## src/sv/crt_pkg.sv

```systemverilog
`timescale 1ns / 1ps
// Shared types, codes and defaults for the clock replacement table.
package crt_pkg;

  // Default sizes handed to the top-level parameters
  localparam int DEPTH_DEF    = 16;
  localparam int KEY_BITS_DEF = 32;
  localparam int QUEUE_DEPTH  = 2;

  // Configuration port
  localparam int CAP_BITS = 5;
  localparam int CFG_AW   = 3;
  localparam int CFG_DW   = 32;

  localparam logic REG_ENABLE   = 1'b0;
  localparam logic REG_CAPACITY = 1'b1;

  localparam logic                ENABLE_RST   = 1'b1;
  localparam logic [CAP_BITS-1:0] CAPACITY_RST = 5'd16;

  // Input operation codes
  localparam logic OP_ADD   = 1'b0;
  localparam logic OP_TOUCH = 1'b1;

  // What the front end decided a transaction has to do
  localparam int KIND_BITS = 2;
  typedef enum logic [KIND_BITS-1:0] {
    KIND_NOP   = 2'd0,
    KIND_TOUCH = 2'd1,
    KIND_ADD   = 2'd2
  } crt_kind_t;

  // Configuration seen by the front and back ends
  typedef struct packed {
    logic                enable;
    logic [CAP_BITS-1:0] capacity;
  } crt_cfg_t;

endpackage

```

## src/sv/clock_replacement_table_unit.sv

```systemverilog
`timescale 1ns / 1ps
// Top level of the clock (second-chance) replacement table.
//
//   channel  direction  handshake            payload
//   in       input      in_valid / in_ready  in_op, in_key
//   out      output     out_valid/out_ready  out_evicted, out_victim_key, out_hit
//   config   APB        psel/penable/pready  paddr, pwdata, prdata
//
// The back end works one transaction at a time. A disabled transaction goes
// straight to commit. Touch and add scan the key RAM one key a cycle; an
// evicting add then steps the clock hand until it meets a valid, unreferenced
// entry and reads that victim's key. Reset is synchronous and clears the
// table at once. A two-entry queue accepts input, until it is full, while the
// back end is busy or its result register waits on out_ready.
module clock_replacement_table_unit #(
  parameter int DEPTH    = crt_pkg::DEPTH_DEF,
  parameter int KEY_BITS = crt_pkg::KEY_BITS_DEF
) (
  input  logic                        clk,
  input  logic                        rst_n,
  // input channel
  input  logic                        in_valid,
  output logic                        in_ready,
  input  logic                        in_op,
  input  logic [KEY_BITS-1:0]         in_key,
  // result channel
  output logic                        out_valid,
  input  logic                        out_ready,
  output logic                        out_evicted,
  output logic [KEY_BITS-1:0]         out_victim_key,
  output logic                        out_hit,
  // configuration port
  input  logic                        psel,
  input  logic                        penable,
  input  logic                        pwrite,
  input  logic [crt_pkg::CFG_AW-1:0]  paddr,
  input  logic [crt_pkg::CFG_DW-1:0]  pwdata,
  output logic [crt_pkg::CFG_DW-1:0]  prdata,
  output logic                        pready
);

  import crt_pkg::*;

  localparam int QW = KEY_BITS + KIND_BITS;

  logic                enable_r;
  logic [CAP_BITS-1:0] capacity_r;
  logic                reg_idx;
  logic                cfg_wr;
  crt_cfg_t            cfg;

  logic          q_push, q_full, q_pop, q_empty;
  logic [QW-1:0] q_wdata, q_rdata;

  // Register file
  assign pready  = 1'b1;
  assign reg_idx = paddr[2];
  assign cfg_wr  = psel && penable && pwrite && pready;

  always_ff @(posedge clk) begin
    if (!rst_n) begin
      enable_r   <= ENABLE_RST;
      capacity_r <= CAPACITY_RST;
    end else if (cfg_wr) begin
      case (reg_idx)
        REG_ENABLE:   enable_r   <= pwdata[0];
        REG_CAPACITY: capacity_r <= pwdata[CAP_BITS-1:0];
        default: begin
        end
      endcase
    end
  end

  always_comb begin
    case (reg_idx)
      REG_ENABLE:   prdata = {{(CFG_DW-1){1'b0}}, enable_r};
      REG_CAPACITY: prdata = {{(CFG_DW-CAP_BITS){1'b0}}, capacity_r};
      default:      prdata = '0;
    endcase
  end

  assign cfg.enable   = enable_r;
  assign cfg.capacity = capacity_r;

  crt_front #(
    .KEY_BITS (KEY_BITS)
  ) u_front (
    .in_valid (in_valid),
    .in_ready (in_ready),
    .in_op    (in_op),
    .in_key   (in_key),
    .cfg      (cfg),
    .q_full   (q_full),
    .q_push   (q_push),
    .q_wdata  (q_wdata)
  );

  crt_fifo #(
    .WIDTH (QW),
    .DEPTH (QUEUE_DEPTH)
  ) u_fifo (
    .clk   (clk),
    .rst_n (rst_n),
    .push  (q_push),
    .wdata (q_wdata),
    .full  (q_full),
    .pop   (q_pop),
    .rdata (q_rdata),
    .empty (q_empty)
  );

  crt_back #(
    .DEPTH    (DEPTH),
    .KEY_BITS (KEY_BITS)
  ) u_back (
    .clk            (clk),
    .rst_n          (rst_n),
    .cfg            (cfg),
    .q_empty        (q_empty),
    .q_rdata        (q_rdata),
    .q_pop          (q_pop),
    .out_valid      (out_valid),
    .out_ready      (out_ready),
    .out_evicted    (out_evicted),
    .out_victim_key (out_victim_key),
    .out_hit        (out_hit)
  );

endmodule

```

## src/sv/crt_ram.sv

```systemverilog
`timescale 1ns / 1ps
// Generic single-write, single-read RAM with registered read data.
module crt_ram #(
  parameter int WIDTH = 32,
  parameter int DEPTH = 16
) (
  input  logic                     clk,
  input  logic                     we,
  input  logic [$clog2(DEPTH)-1:0] waddr,
  input  logic [WIDTH-1:0]         wdata,
  input  logic [$clog2(DEPTH)-1:0] raddr,
  output logic [WIDTH-1:0]         rdata
);

  logic [WIDTH-1:0] mem [DEPTH];

  always_ff @(posedge clk) begin
    if (we) begin
      mem[waddr] <= wdata;
    end
    rdata <= mem[raddr];
  end

endmodule

```

## src/sv/crt_fifo.sv

```systemverilog
`timescale 1ns / 1ps
// Short queue between the front end and the back end.
module crt_fifo #(
  parameter int WIDTH = 34,
  parameter int DEPTH = 2
) (
  input  logic             clk,
  input  logic             rst_n,
  input  logic             push,
  input  logic [WIDTH-1:0] wdata,
  output logic             full,
  input  logic             pop,
  output logic [WIDTH-1:0] rdata,
  output logic             empty
);

  localparam int PW = $clog2(DEPTH);
  localparam int CW = $clog2(DEPTH + 1);

  logic [WIDTH-1:0] entry_r [DEPTH];
  logic [PW-1:0]    wr_ptr_r, wr_ptr_nxt;
  logic [PW-1:0]    rd_ptr_r, rd_ptr_nxt;
  logic [CW-1:0]    cnt_r, cnt_nxt;
  logic             do_push, do_pop;

  assign full    = (cnt_r == CW'(DEPTH));
  assign empty   = (cnt_r == '0);
  assign do_push = push && !full;
  assign do_pop  = pop && !empty;
  assign rdata   = entry_r[rd_ptr_r];

  // Pointer and fill count updates
  always_comb begin
    wr_ptr_nxt = wr_ptr_r;
    rd_ptr_nxt = rd_ptr_r;
    cnt_nxt    = cnt_r;
    if (do_push) begin
      wr_ptr_nxt = (wr_ptr_r == PW'(DEPTH - 1)) ? '0 : wr_ptr_r + PW'(1);
    end
    if (do_pop) begin
      rd_ptr_nxt = (rd_ptr_r == PW'(DEPTH - 1)) ? '0 : rd_ptr_r + PW'(1);
    end
    if (do_push && !do_pop) begin
      cnt_nxt = cnt_r + CW'(1);
    end else if (do_pop && !do_push) begin
      cnt_nxt = cnt_r - CW'(1);
    end
  end

  always_ff @(posedge clk) begin
    if (!rst_n) begin
      wr_ptr_r <= '0;
      rd_ptr_r <= '0;
      cnt_r    <= '0;
    end else begin
      wr_ptr_r <= wr_ptr_nxt;
      rd_ptr_r <= rd_ptr_nxt;
      cnt_r    <= cnt_nxt;
    end
  end

  // Storage
  always_ff @(posedge clk) begin
    if (do_push) begin
      entry_r[wr_ptr_r] <= wdata;
    end
  end

endmodule

```

## src/sv/crt_front.sv

```systemverilog
`timescale 1ns / 1ps
// Front end: accepts input transactions, classifies them and queues them.
module crt_front #(
  parameter int KEY_BITS = 32
) (
  input  logic                                   in_valid,
  output logic                                   in_ready,
  input  logic                                   in_op,
  input  logic [KEY_BITS-1:0]                    in_key,
  input  crt_pkg::crt_cfg_t                      cfg,
  input  logic                                   q_full,
  output logic                                   q_push,
  output logic [KEY_BITS+crt_pkg::KIND_BITS-1:0] q_wdata
);

  import crt_pkg::*;

  crt_kind_t kind;

  // A disabled table turns every transaction into a no-op
  always_comb begin
    if (!cfg.enable) begin
      kind = KIND_NOP;
    end else if (in_op == OP_TOUCH) begin
      kind = KIND_TOUCH;
    end else begin
      kind = KIND_ADD;
    end
  end

  assign in_ready = !q_full;
  assign q_push   = in_valid && !q_full;
  assign q_wdata  = {kind, in_key};

endmodule

```

## src/sv/crt_back.sv

```systemverilog
`timescale 1ns / 1ps
// Back end: key scan, clock sweep, eviction, insert and result register.
module crt_back #(
  parameter int DEPTH    = 16,
  parameter int KEY_BITS = 32
) (
  input  logic                                   clk,
  input  logic                                   rst_n,
  input  crt_pkg::crt_cfg_t                      cfg,
  input  logic                                   q_empty,
  input  logic [KEY_BITS+crt_pkg::KIND_BITS-1:0] q_rdata,
  output logic                                   q_pop,
  output logic                                   out_valid,
  input  logic                                   out_ready,
  output logic                                   out_evicted,
  output logic [KEY_BITS-1:0]                    out_victim_key,
  output logic                                   out_hit
);

  import crt_pkg::*;

  localparam int IW = $clog2(DEPTH);
  localparam int CW = $clog2(DEPTH + 1);
  localparam int EW = (CW > CAP_BITS) ? CW : CAP_BITS;

  typedef enum logic [4:0] {
    ST_IDLE   = 5'b00001,
    ST_SCAN   = 5'b00010,
    ST_SWEEP  = 5'b00100,
    ST_VREAD  = 5'b01000,
    ST_COMMIT = 5'b10000
  } crt_state_t;

  crt_state_t state_r, state_nxt;

  // Table state
  logic [DEPTH-1:0] valid_r, valid_nxt;
  logic [DEPTH-1:0] ref_r, ref_nxt;
  logic [IW-1:0]    hand_r, hand_nxt;
  logic [CW-1:0]    count_r, count_nxt;

  // Current transaction
  logic [KEY_BITS-1:0] key_r;
  crt_kind_t           kind_r;
  logic [CW-1:0]       scan_cnt_r;
  logic                hit_r;
  logic [IW-1:0]       pos_r;
  logic                free_fnd_r;
  logic [IW-1:0]       free_idx_r;
  logic                evict_r;
  logic [IW-1:0]       vic_r;
  logic [KEY_BITS-1:0] vkey_r;

  // Result register
  logic                out_valid_r;
  logic                out_evicted_r;
  logic [KEY_BITS-1:0] out_victim_key_r;
  logic                out_hit_r;

  logic [IW-1:0]       ram_raddr;
  logic [KEY_BITS-1:0] ram_rdata;
  logic                ram_we;
  logic [IW-1:0]       ins_idx;

  crt_kind_t     pop_kind;
  logic [CW-1:0] scan_prev;
  logic [IW-1:0] chk_idx;
  logic          scan_live, scan_done, chk_match, chk_free;
  logic [IW-1:0] hand_next;
  logic          cur_valid, cur_ref, sweep_stop;
  logic [EW-1:0] cap_ext, eff_cap, cnt_ext;
  logic          need_evict;
  logic          out_free, commit, present, use_vic, do_ins;

  crt_ram #(
    .WIDTH (KEY_BITS),
    .DEPTH (DEPTH)
  ) u_ram (
    .clk   (clk),
    .we    (ram_we),
    .waddr (ins_idx),
    .wdata (key_r),
    .raddr (ram_raddr),
    .rdata (ram_rdata)
  );

  assign pop_kind = crt_kind_t'(q_rdata[KEY_BITS +: KIND_BITS]);
  assign q_pop    = (state_r == ST_IDLE) && !q_empty;

  // Key scan: each address is compared in the cycle after it is issued
  assign scan_prev = scan_cnt_r - CW'(1);
  assign chk_idx   = scan_prev[IW-1:0];
  assign scan_live = (scan_cnt_r != '0);
  assign scan_done = (scan_cnt_r == CW'(DEPTH));
  assign chk_match = valid_r[chk_idx] && (ram_rdata == key_r);
  assign chk_free  = !valid_r[chk_idx];

  // Clock hand
  assign hand_next  = (hand_r == IW'(DEPTH - 1)) ? '0 : hand_r + IW'(1);
  assign cur_valid  = valid_r[hand_r];
  assign cur_ref    = ref_r[hand_r];
  assign sweep_stop = cur_valid && !cur_ref;

  assign ram_raddr = (state_r == ST_SWEEP) ? hand_r : scan_cnt_r[IW-1:0];

  // Effective capacity: zero acts as one, above the depth acts as the depth
  assign cap_ext = EW'(cfg.capacity);
  assign cnt_ext = EW'(count_r);
  always_comb begin
    if (cap_ext == '0) begin
      eff_cap = EW'(1);
    end else if (cap_ext > EW'(DEPTH)) begin
      eff_cap = EW'(DEPTH);
    end else begin
      eff_cap = cap_ext;
    end
  end
  assign need_evict = (cnt_ext >= eff_cap) && (count_r != '0);

  // Commit decisions
  assign out_free = !out_valid_r || out_ready;
  assign commit   = (state_r == ST_COMMIT) && out_free;
  assign present  = hit_r && !(evict_r && (pos_r == vic_r));
  assign use_vic  = evict_r && (!free_fnd_r || (vic_r < free_idx_r));
  assign ins_idx  = use_vic ? vic_r : free_idx_r;
  assign do_ins   = commit && (kind_r == KIND_ADD) && !present && (evict_r || free_fnd_r);
  assign ram_we   = do_ins;

  // Next table state
  always_comb begin
    valid_nxt = valid_r;
    ref_nxt   = ref_r;
    hand_nxt  = hand_r;
    count_nxt = count_r;
    if (state_r == ST_SWEEP) begin
      hand_nxt = hand_next;
      if (cur_valid && cur_ref) begin
        ref_nxt[hand_r] = 1'b0;
      end
    end
    if (commit) begin
      case (kind_r)
        KIND_TOUCH: begin
          if (hit_r) begin
            ref_nxt[pos_r] = 1'b1;
          end
        end
        KIND_ADD: begin
          if (evict_r) begin
            valid_nxt[vic_r] = 1'b0;
            ref_nxt[vic_r]   = 1'b0;
            count_nxt        = count_nxt - CW'(1);
          end
          if (do_ins) begin
            valid_nxt[ins_idx] = 1'b1;
            ref_nxt[ins_idx]   = 1'b1;
            count_nxt          = count_nxt + CW'(1);
          end
        end
        default: begin
        end
      endcase
    end
  end

  // Sequencer
  always_comb begin
    state_nxt = state_r;
    case (state_r)
      ST_IDLE: begin
        if (!q_empty) begin
          state_nxt = (pop_kind == KIND_NOP) ? ST_COMMIT : ST_SCAN;
        end
      end
      ST_SCAN: begin
        if (scan_done) begin
          if ((kind_r == KIND_ADD) && need_evict) begin
            state_nxt = ST_SWEEP;
          end else begin
            state_nxt = ST_COMMIT;
          end
        end
      end
      ST_SWEEP: begin
        if (sweep_stop) begin
          state_nxt = ST_VREAD;
        end
      end
      ST_VREAD: begin
        state_nxt = ST_COMMIT;
      end
      ST_COMMIT: begin
        if (out_free) begin
          state_nxt = ST_IDLE;
        end
      end
      default: begin
        state_nxt = ST_IDLE;
      end
    endcase
  end

  always_ff @(posedge clk) begin
    if (!rst_n) begin
      state_r     <= ST_IDLE;
      valid_r     <= '0;
      ref_r       <= '0;
      hand_r      <= '0;
      count_r     <= '0;
      out_valid_r <= 1'b0;
    end else begin
      state_r <= state_nxt;
      valid_r <= valid_nxt;
      ref_r   <= ref_nxt;
      hand_r  <= hand_nxt;
      count_r <= count_nxt;
      if (commit) begin
        out_valid_r <= 1'b1;
      end else if (out_ready) begin
        out_valid_r <= 1'b0;
      end
    end
  end

  // Per-transaction working registers
  always_ff @(posedge clk) begin
    if (q_pop) begin
      key_r      <= q_rdata[KEY_BITS-1:0];
      kind_r     <= pop_kind;
      scan_cnt_r <= '0;
      hit_r      <= 1'b0;
      free_fnd_r <= 1'b0;
      evict_r    <= 1'b0;
    end
    if (state_r == ST_SCAN) begin
      scan_cnt_r <= scan_cnt_r + CW'(1);
      if (scan_live) begin
        if (!hit_r && chk_match) begin
          hit_r <= 1'b1;
          pos_r <= chk_idx;
        end
        if (!free_fnd_r && chk_free) begin
          free_fnd_r <= 1'b1;
          free_idx_r <= chk_idx;
        end
      end
    end
    if ((state_r == ST_SWEEP) && sweep_stop) begin
      evict_r <= 1'b1;
      vic_r   <= hand_r;
    end
    if (state_r == ST_VREAD) begin
      vkey_r <= ram_rdata;
    end
  end

  // Result register
  always_ff @(posedge clk) begin
    if (commit) begin
      out_evicted_r    <= evict_r;
      out_victim_key_r <= evict_r ? vkey_r : '0;
      out_hit_r        <= hit_r;
    end
  end

  assign out_valid      = out_valid_r;
  assign out_evicted    = out_evicted_r;
  assign out_victim_key = out_victim_key_r;
  assign out_hit        = out_hit_r;

endmodule
```

## config.mk

```make
export PLATFORM = sky130hd
export DESIGN_NAME = clock_replacement_table_unit
export DESIGN_NICKNAME = d
export VERILOG_FILES = /design/src/sv/crt_pkg.sv /design/src/sv/clock_replacement_table_unit.sv /design/src/sv/crt_ram.sv /design/src/sv/crt_fifo.sv /design/src/sv/crt_front.sv /design/src/sv/crt_back.sv
export SDC_FILE = /design/constraint.sdc
export NUM_CORES = 1
export LEC_CHECK = 0
export ABC_AREA = 1
export BUFFER_PORTS_ARGS = -buffer_cell sky130_fd_sc_hd__buf_2
export CORE_MARGIN = 2
export CORE_UTILIZATION = 35
export CTS_BUF_LIST = sky130_fd_sc_hd__clkbuf_16
export CTS_CLUSTER_DIAMETER = 100
export DETAILED_ROUTE_END_ITERATION = 8
export GPL_TIMING_DRIVEN = 0
export HOLD_SLACK_MARGIN = 0.08
export PLACE_DENSITY = 0.52
export SYNTH_ARGS = -nofsm -noshare
export SYNTH_HDL_FRONTEND = slang
export SYNTH_SLANG_ARGS = --single-unit
```

## constraint.sdc

```tcl
create_clock -name clk -period 5 [get_ports clk]
set_clock_uncertainty 0.1 [all_clocks]
set_input_delay 0.5 -clock clk [delete_from_list [all_inputs] [get_ports clk]]
set_output_delay 0.5 -clock clk [all_outputs]
set_load 0.02 [all_outputs]
```

==> metrics.txt, run 1 <==
CTS H-tree depth=3; post-synthesis sequential area ratio=70.6%; Worst-Skew Late Latency=around 0.66 ns; GPL Wtd Cong=between 0.9 and 1; setup TNS=0 ns; min cycle time layout=~4 ns; Final nets=3,098; Peak VDD IR=around 330 uV; Post-route DRC=0; initial antenna violation count=3; Synth Area per Inst=11.8 um^2; Rows=between 100 and 150; Avg WL per Cell=between 20 and 30 um; Worst Path Required=between 5 and 6 ns; layout cells sized above 1=roughly an eighth; Initial Util=a little over a third; cells after synthesis=around 2,700; RSZ-0062 raised after global routing=false; DRT iter0 DRCs=around 2,700; most frequent cell after synthesis=edfxtp_1; first-pass GRT wire length=152,000 um; number of routed nets with antenna violations=0; post-CTS sizing=0; Leak=approximately 0.014 uW; die area=between 90,000 and 100,000 um^2; pin count of the biggest net entering global routing=38; Post-Layout Cell Count=about 4,300; CP Capture Type=register; core area=slightly above 90,000 um^2; Mapped Area=32,300 um^2; detailed placer's ending HPWL=~73,000 um; Remaining Overflow, GRT=0; Area growth, synth to finish=17.3%; Hold Worst Slack=roughly 0.14 ns; slowest stage delay, CP=0.90 ns; Sink Count=between 700 and 800; ys async rst share=0%; CTS tree=done; class of the worst hold path=in -> reg; FF+latch count, synth=790; Ports=about 140; Max FO, Critical Path=37; Vias=22,600; vias in the first global route=about 22,000; number of synthesis warnings=0; most frequent cells after synthesis=edfxtp_1, nand2_1, nor2_1; total power=20,500 uW; fmax=roughly 250 MHz; outcome=completed; Design Area, Final=between 30,000 and 40,000 um^2; Worst Tran Pin Value=between 1 and 1.5 ns; die width=just over 300 um; IO buf count=85; Placed Area=approximately 35,000 um^2; Via-to-Cell Ratio=about 5.3; Distinct cells, synth=around 50; Placed Cells incl. Taps=between 4,000 and 5,000; max cap viols=0; Relative slew margins=between 15 and 20%; Tcrit/Tclk final=just under 80%; 1st-pass router iterations=5; Cell Pwr Density=around 540 nW/um^2; die extent in y=about 310 um; Root Driver=clkbuf_16; Total Wirelength=107,000 um; final hold vios=0; Slew Limit Fails=0; CP Class=reg -> reg; CP startpoint kind=register; GRT Total Usage=approximately 22%; total CTS buffers=89; clock slew at reported path FFs=0.06 ns; Critical-path top delay cell=nor2_4; Post-synth EDFFs=roughly 700; CP cell instances=nor2_2 > nand3_2 > nor2_4 > nand2_4 > nor2_8 > nand3_2 > nor2_2 > nand2_1 > inv_2 > buf_12; worst endpoint data arrival time=between 4 and 5 ns; buffer depth of the longest clock path=3; Yosys top cell by area=edfxtp_1; Synth top area share=between 60% and 70%; Synth area leaders=edfxtp_1, dfxtp_1, nand2_1; final setup fails=0; Post-synth top flop=edfxtp_1
-- worst paths after layout --
| check | slack [ns] | from | cells past startpoint | to |
|---|---|---|---|---|
| setup / recovery | 1.06 | u_back.state_r[2]$_SDFFE_PN0P_ | 10 | u_back.u_ram.mem[10][0]$_DFFE_PP_ |
| hold / removal | 0.14 | rst_n | 3 | u_back.valid_r[1]$_SDFFE_PN0P_ |
| setup reg to reg | 1.06 | u_back.state_r[2]$_SDFFE_PN0P_ | 10 | u_back.u_ram.mem[10][0]$_DFFE_PP_ |
| hold reg to reg | 0.37 | u_fifo.rd_ptr_r$_SDFFE_PN0P_ | 1 | u_fifo.rd_ptr_r$_SDFFE_PN0P_ |
-- state kept, by name (all words and copies together) (netlist names), 5 cells and up, named ones only --
name / cells
u_back.u_ram.mem: 512
u_fifo.entry_r: 68
u_back.key_r: 32
u_back.out_victim_key: 32
u_back.u_ram.rdata: 32
u_back.vkey_r: 32
u_back.ref_r: 16
u_back.valid_r: 16
capacity_r: 5
u_back.cnt_ext: 5
u_back.scan_cnt_r: 5
u_back.state_r: 5
-- area by class of cell --
type                    instances  area (um^2)
well taps                    1186         1480
clock inverters                72          470
fillers                      8560        53700
diodes                          2         5.00
clock buffers                  91         2280
multi-input cells            1600         7900
inverters                     212          807
flip-flops and latches        790        22800
plain buffers                 164          908
repair buffers                146         1220
-- placed cells by master (no fill, tap or decap), drive strengths merged, types with 38 or more instances in the layout --
| cell | n |
|---|---|
| a21oi | 87 |
| o211ai | 52 |
| nor2 | 361 |
| o21ai | 317 |
| edfxtp | 697 |
| nand2 | 459 |
| buf | 218 |
| nand3 | 98 |
| clkinv | 41 |
| dlygate4sd3 | 38 |
| o221ai | 77 |
| dfxtp | 93 |
| inv | 231 |
| clkbuf | 145 |
-- layer usage --
| metal | routed length [um] | track usage, % | vias to the layer above |
|---|---|---|---|
| met2 | 49300 | 35.8 | 1089 |
| met4 | 4330 | 8.77 | 2 |
| met3 | 8360 | 3.53 | 201 |
| met1 | 44900 | 30.5 | 11200 |
| li1 | - | - | 10200 |
| met5 | 13 | 0 | - |
-- report_power, final --
part,total (uW),internal (uW),switching [uW],leakage [uW]
Sequential,9320,8240,1080,0.00707
Clock,6190,3500,2680,0.00139
Combinational,4980,1350,3630,0.00544
-- worst max-delay path, delay by kind of cell (launching register included) --
kind,cells,cell delay (ns)
buffers and inverters,2,0.81
and+or+nand+nor,8,2.29
DFF,1,0.36
-- kinds of logic after synthesis --
kind of cell / synth area share, %
and+or+nand+nor: 12.1
DFF: 70.6
AOI/OAI and AO/OA: 10.6
buffers and inverters: 5.31
xor gates and xnor gates: 0.543
adders and majority gates: 0.775
other: 0.0233
-- per-stage QoR --
step,utilization [%],setup WS [ns]
final,41.4,1.06
after global routing,41.4,0.802
after CTS,41.4,1.07
after detailed placement,37.9,1.09
after global placement,37.5,-1.40
after floorplan,-,0.560
-- timing repair --
action                                 in CTS  in global routing
hold buffers                               38                  0
endpoints found under the hold margin      74                  0
setup buffers                               0                  0
Note: power is estimated with default switching activity, not from simulation.
==> inputs of run 2 (changes only) <==
--- a/config.mk
+++ b/config.mk
@@ -14,7 +14,7 @@
 export DETAILED_ROUTE_END_ITERATION = 8
 export GPL_TIMING_DRIVEN = 0
 export HOLD_SLACK_MARGIN = 0.08
-export PLACE_DENSITY = 0.52
+export PLACE_DENSITY = 0.54
 export SYNTH_ARGS = -nofsm -noshare
 export SYNTH_HDL_FRONTEND = slang
 export SYNTH_SLANG_ARGS = --single-unit
==> constraint.sdc (replaced) <==
create_clock -name clk -period 3.2 [get_ports clk]
set_clock_uncertainty 0.1 [all_clocks]
set_input_delay 0.32 -clock clk [delete_from_list [all_inputs] [get_ports clk]]
set_output_delay 0.32 -clock clk [all_outputs]
set_load 0.02 [all_outputs]
==> metrics.txt, run 2 (synthesis gave the netlist of run 1 again) <==
Post-Layout Cell Count=4,274 (was 4,263); Via-to-Cell Ratio=5.24 (was 5.31); register-to-register setup slack=0.06 ns (was 1.06 ns); Peak VDD IR=639 uV (was 329 uV); worst endpoint data arrival time=3.62 ns (was 4.17 ns); total power=32,200 uW (was 20,500 uW); Root Driver=clkbuf_16 (unchanged); CTS H-tree depth=3 (unchanged); Seq pwr share=45.1% (was 45.5%); GRT Total Usage=21.8% (was 22.4%); Placed Cells incl. Taps=4,058 (was 4,060); Final nets=3,108 (was 3,098); Ports=144 (unchanged); CP Class=reg -> reg (unchanged); Max FO, Critical Path=10 (was 37); die area=94,700 um^2 (unchanged); CTS tree=done (unchanged); layout cells sized above 1=13.2% (was 12.9%); pin count of the biggest net entering global routing=30 (was 38); Switching Power=11,400 uW (was 7390 uW); first-pass GRT wire length=149,000 um (was 152,000 um); Avg WL per Cell=24.3 um (was 25.1 um); combinational fraction of design power=24.2% (was 24.3%); RSZ-0062 raised after global routing=true (was false); Worst Path Required=3.68 ns (was 5.24 ns); initial antenna violation count=1 (was 3); Clk pwr share=30.7% (was 30.2%); Pint=20,800 uW (was 13,100 uW); core area=91,500 um^2 (unchanged); commonest non-fill, non-tap cell in the layout=edfxtp_1 (unchanged); Worst-Skew Late Latency=0.64 ns (was 0.66 ns); top flop regs=u_back.u_ram.mem: 512 flops, u_fifo.entry_r: 68 flops (unchanged); final hold vios=0 (unchanged); total CTS buffers=86 (was 89); Leak=0.0140 uW (was 0.0139 uW); filler instances=8,569 (was 8,560); Post-route DRC=0 (unchanged); vias in the first global route=21,200 (was 22,000); clock slew at reported path FFs=0.06 ns (about the same); met3 wire length=8180 um (was 8360 um); worst reg2reg startpoint=u_back.state_r[2]$_SDFFE_PN0P_ (unchanged); IO buf count=85 (unchanged); CP Capture Type=register (unchanged); Relative slew margins=19.7% (was 17.5%); largest reg by FF count=u_back.u_ram.mem (unchanged); Core Util, Final=41.7% (was 41.4%); final setup fails=0 (unchanged); buffer depth of the longest clock path=3 (unchanged); outcome=completed (unchanged); Vias=22,400 (was 22,600); GPL Wtd Cong=0.932 (was 0.900); commonest cells after routing, fill and taps aside=edfxtp_1, nand2_1, nor2_1 (unchanged); Switching Fraction=35.5% (was 36.1%); Tcrit/Tclk final=98.2% (was 78.8%); CP startpoint kind=register (unchanged); Sink Count=790 (unchanged); WHS Endpoint=capacity_r[1]$_SDFFE_PN0P_ (was u_back.valid_r[1]$_SDFFE_PN0P_); r2r endpoint=u_back.u_ram.rdata[18]$_DFF_P_ (was u_back.u_ram.mem[10][0]$_DFFE_PP_); Initial Util=35.3% (unchanged); Worst Tran Pin Value=1.21 ns (was 1.24 ns); Hold Path Depth=5 (was 3); class of the worst hold path=in -> reg (unchanged); Slew Limit Fails=0 (unchanged); max cap viols=0 (unchanged); 1st-pass router iterations=6 (was 5); min cycle time layout=3.14 ns (was 3.94 ns); Routed met1 length=44,000 um (was 44,900 um); Cell Pwr Density=845 nW/um^2 (was 541 nW/um^2); die extent in y=308 um (unchanged); HP Start=psel (was rst_n); number of routed nets with antenna violations=0 (unchanged); Total Wirelength=104,000 um (was 107,000 um); fmax=318 MHz (was 254 MHz); detailed placer's ending HPWL=69,800 um (was 73,300 um); top sig layer=met4 (was met5); Area growth, synth to finish=18.2% (was 17.3%); die width=308 um (unchanged); Hold Worst Slack=0.117 ns (was 0.144 ns); Rows=111 (unchanged); metal2 WL=47,500 um (was 49,300 um); Remaining Overflow, GRT=0 (unchanged); max reg flops=512 (unchanged); DRT iter0 DRCs=2,556 (was 2,678); R2R depth=9 (was 10)
==> run 2: layer usage <==
layer	up-vias	GRT usage, %
met5	-	0
met4	0	7.99
met3	193	3.51
met2	952	35.0
met1	11000	29.8
li1	10200	-
==> run 2: worst max path at each step <==
stage	from	depth (start not counted)	slack, ns	end
final	u_back.state_r[2]$_SDFFE_PN0P_	9	0.06	u_back.u_ram.rdata[18]$_DFF_P_
after global routing	u_back.vic_r[3]$_DFFE_PP_	14	-0.06	u_back.u_ram.mem[3][11]$_DFFE_PP_
after CTS	u_back.vic_r[3]$_DFFE_PP_	12	0.001	u_back.u_ram.mem[4][0]$_DFFE_PP_
after detailed placement	u_back.state_r[2]$_SDFFE_PN0P_	10	-0.69	u_back.u_ram.mem[1][18]$_DFFE_PP_
after global placement	u_back.state_r[2]$_SDFFE_PN0P_	9	-1.61	u_back.u_ram.mem[10][19]$_DFFE_PP_
after floorplan	u_back.state_r[2]$_SDFFE_PN0P_	9	0.14	u_back.u_ram.mem[4][0]$_DFFE_PP_
==> run 2: cell type report <==
type	instances	area, um^2	share of cell area (%)
timing repair buffer	158	1350	3.53
buffer	164	908	2.38
clock buffer	89	2230	5.84
tap	1186	1480	3.89
clock inverter	72	577	1.51
antenna	2	5.00	0.0131
sequential	790	22800	59.8
inverter	212	876	2.30
multi-input combinational	1601	7920	20.8
==> run 2: power by group through the flow <==
stage | clock, uW | combinational (uW) | sequential (uW)
after floorplan | 0 | 4470 | 13700
after global placement | 0 | 7460 | 14700
after detailed placement | 0 | 7610 | 14700
after CTS | 9990 | 7680 | 14500
after global routing | 10400 | 8390 | 14600
final | 9880 | 7790 | 14500
==> run 2: timing repair <==
action                                  in CTS  in global routing
setup buffers                                1                  4
endpoints found under the setup margin     518                298
resized for setup                            9                 28
pin swaps                                    1                  0
gates cloned                                 1                  0
hold buffers                                47                  0
hold endpoints to repair                    81                  0
==> run 2: critical path, cell delays in order, from the launching register on <==
cell and delay [ns]:
dfxtp_1 0.45, nand4_4 0.24, nor2_2 0.26, a21oi_4 0.12, inv_4 0.18, clkbuf_1 0.71, o21ai_0 0.35, o221ai_1 0.40
nand3_1 0.13, nand2_1 0.11
==> run 2: through the flow <==
stage | setup WS, ns | setup TNS [ns] | area, um^2
global placement | -1.61 | -823.93 | 34300
CTS | 0.00134 | 0 | 38100
global route | -0.0599 | -3.74 | 38100
detailed placement | -0.693 | -263.92 | 34700
floorplan | 0.144 | 0 | 32400
finish | 0.0582 | 0 | 38100
